--- src/rtl/cau_pkg.sv ---
`timescale 1ns / 1ps
// ----------------------------------------------------------------------------
// cau_pkg: shared types, constants and functions of the complex ALU
// Fixed-point format, operation codes, divider lane record, saturation.
// ----------------------------------------------------------------------------
package cau_pkg;

	localparam int DATA_WIDTH = 32;
	localparam int FRAC_BITS  = 16;

	localparam int DW2    = 2 * DATA_WIDTH;           // product width
	localparam int ACC_W  = DW2 + 1;                  // exact sum of two products
	localparam int NUM_W  = ACC_W + FRAC_BITS;        // scaled dividend
	localparam int CMP_W  = NUM_W + DATA_WIDTH;       // quotient range check
	localparam int IN_TDATA_W  = ((4 * DATA_WIDTH + 7) / 8) * 8;
	localparam int OUT_TDATA_W = ((2 * DATA_WIDTH + 7) / 8) * 8;

	localparam logic [1:0] OP_ADD = 2'd0;
	localparam logic [1:0] OP_SUB = 2'd1;
	localparam logic [1:0] OP_MUL = 2'd2;
	localparam logic [1:0] OP_DIV = 2'd3;

	localparam logic [DATA_WIDTH-1:0] SAT_MAX = {1'b0, {(DATA_WIDTH-1){1'b1}}};
	localparam logic [DATA_WIDTH-1:0] SAT_MIN = {1'b1, {(DATA_WIDTH-1){1'b0}}};

	// one divider lane: partial remainder, unused dividend bits, quotient so far
	typedef struct packed {
		logic [DW2-1:0]        rem;
		logic [DATA_WIDTH-1:0] nlo;
		logic [DATA_WIDTH-1:0] quo;
		logic                  neg;
		logic                  big;   // quotient >= 2^DATA_WIDTH
	} div_lane_t;

	// result of the non-divide paths plus flags, rides along the divider
	typedef struct packed {
		logic                  is_div;
		logic                  dz;
		logic                  ovf;
		logic [DATA_WIDTH-1:0] re;
		logic [DATA_WIDTH-1:0] im;
	} res_ctl_t;

	typedef struct packed {
		logic                  ovf;
		logic [DATA_WIDTH-1:0] val;
	} sat_t;

	// sign/magnitude to saturated two's complement
	function automatic sat_t sat_fn(logic [ACC_W-1:0] mag, logic neg);
		logic [ACC_W-1:0] lim;
		sat_t r;
		lim = ACC_W'(1) << (DATA_WIDTH - 1);
		r.ovf = 1'b0;
		if (neg) begin
			if (mag > lim) begin
				r.ovf = 1'b1;
				r.val = SAT_MIN;
			end else begin
				r.val = DATA_WIDTH'(ACC_W'(0) - mag);
			end
		end else begin
			if (mag > lim - ACC_W'(1)) begin
				r.ovf = 1'b1;
				r.val = SAT_MAX;
			end else begin
				r.val = mag[DATA_WIDTH-1:0];
			end
		end
		return r;
	endfunction

	// one restoring division step: one quotient bit
	function automatic div_lane_t div_step(div_lane_t l, logic [DW2-1:0] den);
		logic [DW2:0] t;
		div_lane_t r;
		r = l;
		t = {l.rem, l.nlo[DATA_WIDTH-1]};
		r.nlo = {l.nlo[DATA_WIDTH-2:0], 1'b0};
		if (t >= {1'b0, den}) begin
			r.rem = DW2'(t - {1'b0, den});
			r.quo = {l.quo[DATA_WIDTH-2:0], 1'b1};
		end else begin
			r.rem = t[DW2-1:0];
			r.quo = {l.quo[DATA_WIDTH-2:0], 1'b0};
		end
		return r;
	endfunction

endpackage

--- src/rtl/cau_div_step.sv ---
`timescale 1ns / 1ps
// ----------------------------------------------------------------------------
// cau_div_step: one registered divider stage
// Retires one quotient bit for both the real and imaginary lanes.
// ----------------------------------------------------------------------------
module cau_div_step (
	input  logic                      clk,
	input  logic                      arst_n,
	input  logic                      en,
	input  logic                      v_in,
	input  logic [cau_pkg::DW2-1:0]   den_in,
	input  cau_pkg::res_ctl_t         ctl_in,
	input  cau_pkg::div_lane_t        lre_in,
	input  cau_pkg::div_lane_t        lim_in,
	output logic                      v_out,
	output logic [cau_pkg::DW2-1:0]   den_out,
	output cau_pkg::res_ctl_t         ctl_out,
	output cau_pkg::div_lane_t        lre_out,
	output cau_pkg::div_lane_t        lim_out
);

	logic                    v_s1;
	logic [cau_pkg::DW2-1:0] den_s1;
	cau_pkg::res_ctl_t       ctl_s1;
	cau_pkg::div_lane_t      lre_s1, lim_s1;

	always_ff @(posedge clk or negedge arst_n) begin
		if (!arst_n) begin
			v_s1 <= 1'b0;
		end else if (en) begin
			v_s1 <= v_in;
		end
	end

	always_ff @(posedge clk) begin
		if (en) begin
			den_s1 <= den_in;
			ctl_s1 <= ctl_in;
			lre_s1 <= cau_pkg::div_step(lre_in, den_in);
			lim_s1 <= cau_pkg::div_step(lim_in, den_in);
		end
	end

	assign v_out   = v_s1;
	assign den_out = den_s1;
	assign ctl_out = ctl_s1;
	assign lre_out = lre_s1;
	assign lim_out = lim_s1;

endmodule

--- config.mk ---
export PLATFORM = sky130hd
export DESIGN_NAME = cau_div_step
export DESIGN_NICKNAME = d
export VERILOG_FILES = /design/src/rtl/cau_pkg.sv /design/src/rtl/cau_div_step.sv
export SDC_FILE = /design/constraint.sdc
export NUM_CORES = 1
export LEC_CHECK = 0
export BUFFER_PORTS_ARGS = -buffer_cell sky130_fd_sc_hd__buf_2
export CAP_MARGIN = 40
export CORE_AREA = 2 2 303 305
export CTS_CLUSTER_DIAMETER = 150
export DETAILED_ROUTE_END_ITERATION = 6
export DIE_AREA = 0 0 305 307
export SETUP_SLACK_MARGIN = 0.1
export SLEW_MARGIN = 20
export SYNTH_ARGS = -nofsm -noshare
export SYNTH_HDL_FRONTEND = slang
export SYNTH_SLANG_ARGS = --single-unit
--- constraint.sdc ---
create_clock -name clk -period 1.1 [get_ports clk]
set_clock_uncertainty 0.2 [all_clocks]
set_input_delay 0.22 -clock clk [delete_from_list [all_inputs] [get_ports clk]]
set_output_delay 0.22 -clock clk [all_outputs]
set_load 0.005 [all_outputs]
; Word level (Yosys, flattened, before mapping)
; Cells that the tools add are included.
[classes]
addsub = 2
n_mux = 4
n_lt_le_gt_ge = 2
[op_table]
columns = cell, n
row1 = 65-bit by 64-bit >= comparator with 1-bit output, 2
row2 = 64-bit two-way mux, 2
row3 = 64-bit subtractor, 2
row4 = 1-bit two-way mux, 2
[word_totals]
inputBits = 395
reg_bits = 390

; Logic depth before layout (Yosys ltp)
; Gate-level depths: netlist of run 1.
[logic_depth]
ltp_word = 2
ltp_mapped = 16
depth_no_buf = 13

; Least setup slack after synthesis of run 1
; No wires, ideal clock.
[synth_timing]
kind = input to register
from = in lim_in[65] (netlist name)
to = reg lim_s1, in the netlist lim_out[126] (data pin)
required_ps = 640
path_slack_ps = -2085
cell_stages = 13
arrival_time_ps = 2725
setup_ps = 260
cell_sequence = inv_1 > ha_1 > fa_1 > inv_1 > a21oi_1 > o211ai_1 > nand4_1 > a32o_1 > o221a_2 > o31a_1 > o31ai_1 > xor2_1 > mux2_2
[synth_via]
elab_chain_cells = 2
[synth_lines]
columns = item, line
row1 = start: declaration, cau_div_step.sv:14  ; input cau_pkg::div_lane_t lim_in,
row2 = 64-bit subtractor or 65-bit by 64-bit >= comparator with 1-bit output (tied branches), "cau_pkg.sv:81, cau_pkg.sv:80"
row3 = 64-bit two-way mux *, cau_pkg.sv:80  ; if (t >= {1'b0, den}) begin
row4 = end signal: assignment, cau_div_step.sv:40  ; lim_s1 <= cau_pkg::div_step(lim_in, den_in);
row5 = end: declaration, cau_div_step.sv:25  ; cau_pkg::div_lane_t lre_s1, lim_s1;
; Every way passes the cells marked *; elsewhere a longest branch is shown, timed or not.
; A chain may end at the register's enable or synchronous reset.

; Worst setup path after layout of run 1
[layout_timing]
from = in den_in[2] (netlist name)
to = reg lre_s1, in the netlist lre_out[128] (data pin)
[layout_via]
elab_chain_cells = 2
[layout_lines]
columns = item, line
row1 = start: declaration, cau_div_step.sv:11  ; input logic [cau_pkg::DW2-1:0] den_in,
row2 = 64-bit subtractor or 65-bit by 64-bit >= comparator with 1-bit output (tied branches), "cau_pkg.sv:81, cau_pkg.sv:80"
row3 = 64-bit two-way mux *, cau_pkg.sv:80
row4 = end signal: assignment, cau_div_step.sv:39  ; lre_s1 <= cau_pkg::div_step(lre_in, den_in);
row5 = end: declaration, cau_div_step.sv:25
; Marks and branches as above.

==> summary.txt, run 1 <==
Run status = finished, violations left
Violated checks = negative hold slack, negative setup slack
Leak Pwr = 18.2 nW
Reg2reg path depth = 1
GR Util met1 = 23.6%
Routed vias = 23100
Post-synth top area share = 54.9%
Total power = 53.5 mW
DIE AREA = 93600 um2
Crit Path Max Fanout = 3
1st-pass router iterations = 5
Peak VDD IR = 1.07 mV
Crit path largest cell delay = 0.36 ns
I/O Pins = 787
Crit path arrival time = 3.08 ns
Area contributors post-synth = edfxtp_1, ha_1, a21oi_1
Global route overflow = 0
First-iteration detailed-routing DRC count = 1407
Pwr dens = 1300 nW/um2
Fillers = 8286
Total CTS buffers = 47
Worst hold path class = primary input to flip-flop
DRC = 0
Sequential share of the synthesized area = 55.0%
GR peak layer = met2
Final nets = 4289
Syn. warnings = 0
Most common cell after layout, fill and taps aside = buf_2
Worst skew pair latency = 0.61 ns
Final core utilization = 45.5%
CTS tree = yes
Final setup viols = 520
Final hold vios = 76
Multi-input gate area = 11100 um2
Hold_ws = -0.378 ns
Post-synthesis sequential element count = 390
Fin crit period = 2.93 ns
First-pass GRT wire length = 160000 um
Clock sink count = 390
Grt met2 use = 45.2%
Met3 capacity usage during global routing = 5.99%
Fmax = 341 MHz
Largest net degree at the start of global routing = 28
Area growth syn-to-layout = 94.1%
DP HPWL = 88700 um
Number of synthesized flops with an enable pin = 389
Startpoint types = primary input
Critical Path RT = 1.25 ns
Synthesized area = 21300 um2
Fraction of registers with async set/reset = 0.256%
Die H = 307 um
Worst path bufs/invs = 4
Slew HR = 57.7%
Yosys cell types = 86
Htree depth = 2
Crit end category = flip-flop
Total GRT Usage = 23.7%
Clock-pin slew on the worst setup and hold paths = 0.06 ns
Final worst slack = -1.83 ns
Routed WL per cell = 23.2 um
Total Wirelength = 116000 um
Slew Limit Fails = 0
Critical path cell sequence = buf_8 -> clkinvlp_4 -> ha_4 -> buf_6 -> nor2b_4 -> o31a_1 -> o211ai_1 -> buf_4 -> nand2_4 -> a22oi_2 -> a21oi_2 -> a311o_1 -> mux2i_1 -> a31oi_1 -> a21o_1
Vias per Instance = 4.63
Fin crit share = 267%
Initial antenna violation count = 62
HP Start = den_in[0]
Top FF cell, synth = edfxtp_1
Max Buffers Root-to-Sink = 3
RR Startpoint = v_out$_DFFE_PN0P_
GP Congestion = 0.911
Mapped Cells = 1915
Core ar. = 90700 um2
RSZ-0062 raised after global routing = yes
Worst slew pin tran = 0.629 ns
Worst hold path depth = 1
Num rows = 111
R2r endpoint = v_out$_DFFE_PN0P_
Area occupied by registers = 11700 um2
PortBufs = 782
Hold endpoint = den_out[0]$_DFFE_PP_
Fraction of layout cells with a size suffix above 1 = 53.3%
CP Class = primary input to flip-flop
Most frequent cells in the layout = buf_2, buf_4, edfxtp_1
Clk root buf = clkbuf_16
Vias in the first global route = 23300
MaxCap Viol Count = 0
Leading area contributor after synthesis = edfxtp_1
Die width = 305 um
Routed Antenna Nets = 0
CP delay by family, top = compound AO/OA/AOI/OAI gates
Reg2Reg Setup Slack = 0.15 ns
Initial Utilization = 23.5%
Slowest-stage cell, CP = o211ai_1
Synthesized area per cell = 11.1 um2
per-stage QoR:
stage,setup TNS (ns),std cells,instance area (um2),setup WS (ns)
global route,-417.36,4990,41300,-1.92
finish,-389.45,4993,41300,-1.83
global placement,-370.52,4430,31900,-2.57
detailed placement,-374.89,4430,31900,-2.57
CTS,-398.06,4970,40300,-1.76
floorplan,-228.01,1916,22000,-1.98
worst max-delay path by stage:
stage	start	to	slack (ns)	cells past startpoint
global route	den_in[2]	lre_out[128]$_DFFE_PP_	-1.92	15
global placement	den_in[22]	lre_out[125]$_DFFE_PP_	-2.57	15
finish	den_in[2]	lre_out[128]$_DFFE_PP_	-1.83	15
detailed placement	den_in[2]	lre_out[126]$_DFFE_PP_	-2.57	15
CTS	lim_in[65]	lim_out[114]$_DFFE_PP_	-1.76	15
floorplan	lim_in[65]	lim_out[126]$_DFFE_PP_	-1.98	13
sequential cells by signal (all words and copies together), names as in the netlist:
register,flops
ctl_out,67
lre_out,129
v_out,1
den_out,64
lim_out,129
final cells by class:
class                           instances  share of cell area, %
Tap cell                             1186                   3.59
Timing Repair Buffer                 1893                   36.1
Antenna cell                            7                 0.0424
Clock buffer                           53                   2.95
Clock inverter                         32                  0.848
Multi-Input combinational cell       1322                   27.0
Inverter                              110                   1.16
Sequential cell                       390                   28.3
routing by layer:
| layer | vias up | wire length [um] |
|---|---|---|
| met5 | - | 185 |
| met1 | 11000 | 39900 |
| met3 | 303 | 7560 |
| li1 | 10800 | - |
| met4 | 30 | 6520 |
| met2 | 912 | 61800 |
kinds of logic (layout without fill, tap and decap cells):
| group | count (synthesis) | after routing | share of synthesized area [%] |
|---|---|---|---|
| other | 1 | 9 | 0.0176 |
| XOR/XNOR | 113 | 113 | 4.65 |
| adder cells (fa/ha/maj) | 130 | 130 | 7.71 |
| buffers and inverters | 204 | 2088 | 4.04 |
| AO/OA/AOI/OAI | 567 | 567 | 16.6 |
| flip-flops | 390 | 390 | 55.0 |
| multiplexers | 23 | 23 | 1.20 |
| AND/OR/NAND/NOR | 487 | 487 | 10.8 |
synth_stat cells (all sizes together), types with 4 or more instances:
cell	count
nor2b	15
nand4	51
and3	16
xnor2	67
o21a	13
ha	128
nand2	170
buf	35
nor4	10
o31ai	8
clkbuf	59
nor3	24
nand3b	4
mux2	17
nand2b	17
xor2	46
o211ai	13
a211oi	17
or3	7
a21o	70
or2	6
a21oi	210
nand3	27
nor2	120
o21bai	30
o31a	4
a31oi	16
edfxtp	389
and2	7
inv	110
a221oi	5
o21ai	143
mux2i	6
o211a	4
report_power, final:
part | internal [mW] | total, mW | switching, mW
logic | 9.44 | 18.1 | 8.68
clock network | 9.44 | 16.4 | 6.98
registers | 18.3 | 19.0 | 0.619
what timing repair did:
item	in CTS	in global routing
resized for setup	506	226
hold buffers	371	3
gates cloned	24	0
setup buffers	61	24
hold endpoints to repair	447	78
setup endpoints to repair	520	520
pin swaps	93	73
Note: power is estimated with default switching activity, not from simulation.
==> inputs of run 2 (changes only) <==
--- a/config.mk
+++ b/config.mk
@@ -11,7 +11,7 @@
 export CTS_CLUSTER_DIAMETER = 150
 export DETAILED_ROUTE_END_ITERATION = 6
 export DIE_AREA = 0 0 305 307
-export SETUP_SLACK_MARGIN = 0.1
+export SETUP_SLACK_MARGIN = 0.15
 export SLEW_MARGIN = 20
 export SYNTH_ARGS = -nofsm -noshare
 export SYNTH_HDL_FRONTEND = slang
==> summary.txt, run 2 (synthesis gave the netlist of run 1 again) <==
Run status = finished, violations left
Violated checks = negative hold slack, negative setup slack
Fraction of layout cells with a size suffix above 1 = 53.8% (+0.43 points)
Reg2Reg Setup Slack = 0.15 ns (about the same)
Area growth syn-to-layout = 93.3%
Final hold vios = 95 (+25%)
Die width = 305 um (unchanged)
DIE AREA = 93600 um2 (unchanged)
GP Congestion = 0.911 (unchanged)
I/O Pins = 787 (unchanged)
Slew Limit Fails = 0 (unchanged)
Slowest-stage cell, CP = mux2_4
Routed vias = 23000 (-0.46%)
DRC = 0 (unchanged)
Core ar. = 90700 um2 (unchanged)
Worst hold path class = primary input to flip-flop
Routed WL per cell = 23.1 um (-0.40%)
Placed insts = 4430 (unchanged)
1st-pass router iterations = 5 (unchanged)
Num rows = 111 (unchanged)
Routed Antenna Nets = 0 (unchanged)
Htree depth = 2 (unchanged)
First-iteration detailed-routing DRC count = 1509 (+7.2%)
CP Class = primary input to flip-flop
Max Buffers Root-to-Sink = 3 (unchanged)
Critical path cell sequence = buf_8 -> clkinvlp_4 -> buf_6 -> ha_4 -> nand3_2 -> o21bai_4 -> a21oi_4 -> a211oi_4 -> a21oi_2 -> buf_6 -> o211ai_1 -> and2_4 -> o311ai_4 -> buf_6 -> buf_12 -> buf_12 -> mux2_4
RSZ-0062 raised after global routing = yes
Peak VDD IR = 1.03 mV (-3.9%)
Dpl cell area = 31900 um2 (unchanged)
Pwr dens = 1300 nW/um2 (+0.16%)
Final setup TNS = -389.45 ns (+0.00400 ns)
Fin crit share = 264% (-2.6 points)
Initial Utilization = 23.5% (unchanged)
First-pass GRT wire length = 158000 um (-1.2%)
Fmax = 344 MHz (+0.99%)
Crit path largest cell delay = 0.30 ns (-0.06 ns)
Total CTS buffers = 47 (unchanged)
Global route overflow = 0 (unchanged)
Critical Path RT = 1.25 ns (about the same)
Most frequent cells in the layout = buf_2, buf_4, edfxtp_1
Final nets = 4279 (-0.23%)
Clock-pin slew on the worst setup and hold paths = 0.06 ns (about the same)
Total Wirelength = 115000 um (-0.52%)
DP HPWL = 88700 um (unchanged)
Vias per Instance = 4.61 (-0.34%)
Vias in the first global route = 23000 (-1.5%)
Total GRT Usage = 23.4% (-0.29 points)
CTS tree = yes
Final Non-Filler Cells = 4987 (-0.12%)
Crit Path Max Fanout = 6 (+3)
Startpoint types = primary input
Initial antenna violation count = 64 (+3.2%)
Leak Pwr = 18.1 nW (-0.58%)
Worst skew pair latency = 0.61 ns (about the same)
Most common cell after layout, fill and taps aside = buf_2
MaxCap Viol Count = 0 (unchanged)
Largest net degree at the start of global routing = 28 (unchanged)
Most used cell along the critical path = buf_6
Clk root buf = clkbuf_16
Hold_ws = -0.376 ns (+0.00218 ns)
Final instance area = 41100 um2 (-0.43%)
Die H = 307 um (unchanged)
PortBufs = 782 (unchanged)
Crit path arrival time = 3.06 ns (-0.02 ns)
Final setup viols = 520 (unchanged)
Clock sink count = 390 (unchanged)
Final worst slack = -1.81 ns (+0.0287 ns)
Crit end category = flip-flop
Final core utilization = 45.4% (-0.19 points)
Worst slew pin tran = 0.637 ns (+0.00755 ns)
Fillers = 8281 (-0.060%)
Slew HR = 57.2% (-0.51 points)
Fin crit period = 2.91 ns (-0.0287 ns)
run 2: cell count changes in the layout (fill, tap and decap cells not counted), moves of 8 or more:
cell | previous run | this run
nor2_2 | 11 | 23
inv_2 | 17 | 27
dlygate4sd3_1 | 374 | 355
nor2_4 | 36 | 23
inv_1 | 80 | 71
ha_4 | 50 | 58
run 2: final timing paths:
kind | cells after the start | start | endpoint
setup reg to reg | 1 | v_out$_DFFE_PN0P_ | v_out$_DFFE_PN0P_
max in group asynchronous | 3 | arst_n | v_out$_DFFE_PN0P_
hold / removal | 1 | den_in[0] | den_out[0]$_DFFE_PP_
setup / recovery | 17 | den_in[2] | lim_out[97]$_DFFE_PP_
hold reg to reg | 1 | v_out$_DFFE_PN0P_ | v_out$_DFFE_PN0P_
min in group asynchronous | 3 | arst_n | v_out$_DFFE_PN0P_
run 2: layout make-up:
class	count	area (um2)	area share [%]
diodes	11	27.5	0.0669
clock buffers	53	1220	2.97
clock inverters	32	350	0.852
inverters	110	473	1.15
multi-input cells	1322	11100	26.9
flip-flops and latches	390	11700	28.5
well taps	1186	1480	3.61
repair buffers	1883	14800	36.0
run 2: per-stage QoR:
step | total power, mW | setup slack [ns] | hold WS, ns
after CTS | 52.2 | -1.73 | -0.409
after global placement | 32.5 | -2.57 | -0.202
after global routing | 55.4 | -1.91 | -0.396
after detailed placement | 32.6 | -2.57 | -0.192
after floorplan | 24.7 | -1.98 | -0.276
final | 53.4 | -1.81 | -0.376
run 2: report_power, final:
group	switching, mW	leakage [nW]	internal (mW)
clock network	6.92	0.765	9.44
registers	0.605	3.82	18.3
logic	8.63	13.5	9.43
run 2: metal layers:
layer	routed length, um	track usage [%]
met1	39800	23.5
met2	61600	44.9
met3	7750	5.74
met4	6010	10.6
met5	182	0
run 2: worst max-delay path: cells and delay by family:
family / cells / cell delay [ns]
AO/OA/AOI/OAI: 6 / 1.03
adder cells (fa/ha/maj): 1 / 0.29
buffers and inverters: 7 / 0.91
multiplexers: 1 / 0.30
AND/OR/NAND/NOR: 2 / 0.29
run 2: what timing repair did:
| item | CTS | global route |
|---|---|---|
| buffers inserted | 52 | 32 |
| pin swaps | 75 | 86 |
| hold buffers | 354 | 1 |
| endpoints found under the hold margin | 447 | 96 |
| gates cloned | 19 | 3 |
| setup endpoints to repair | 521 | 522 |
| gates resized for setup | 323 | 396 |
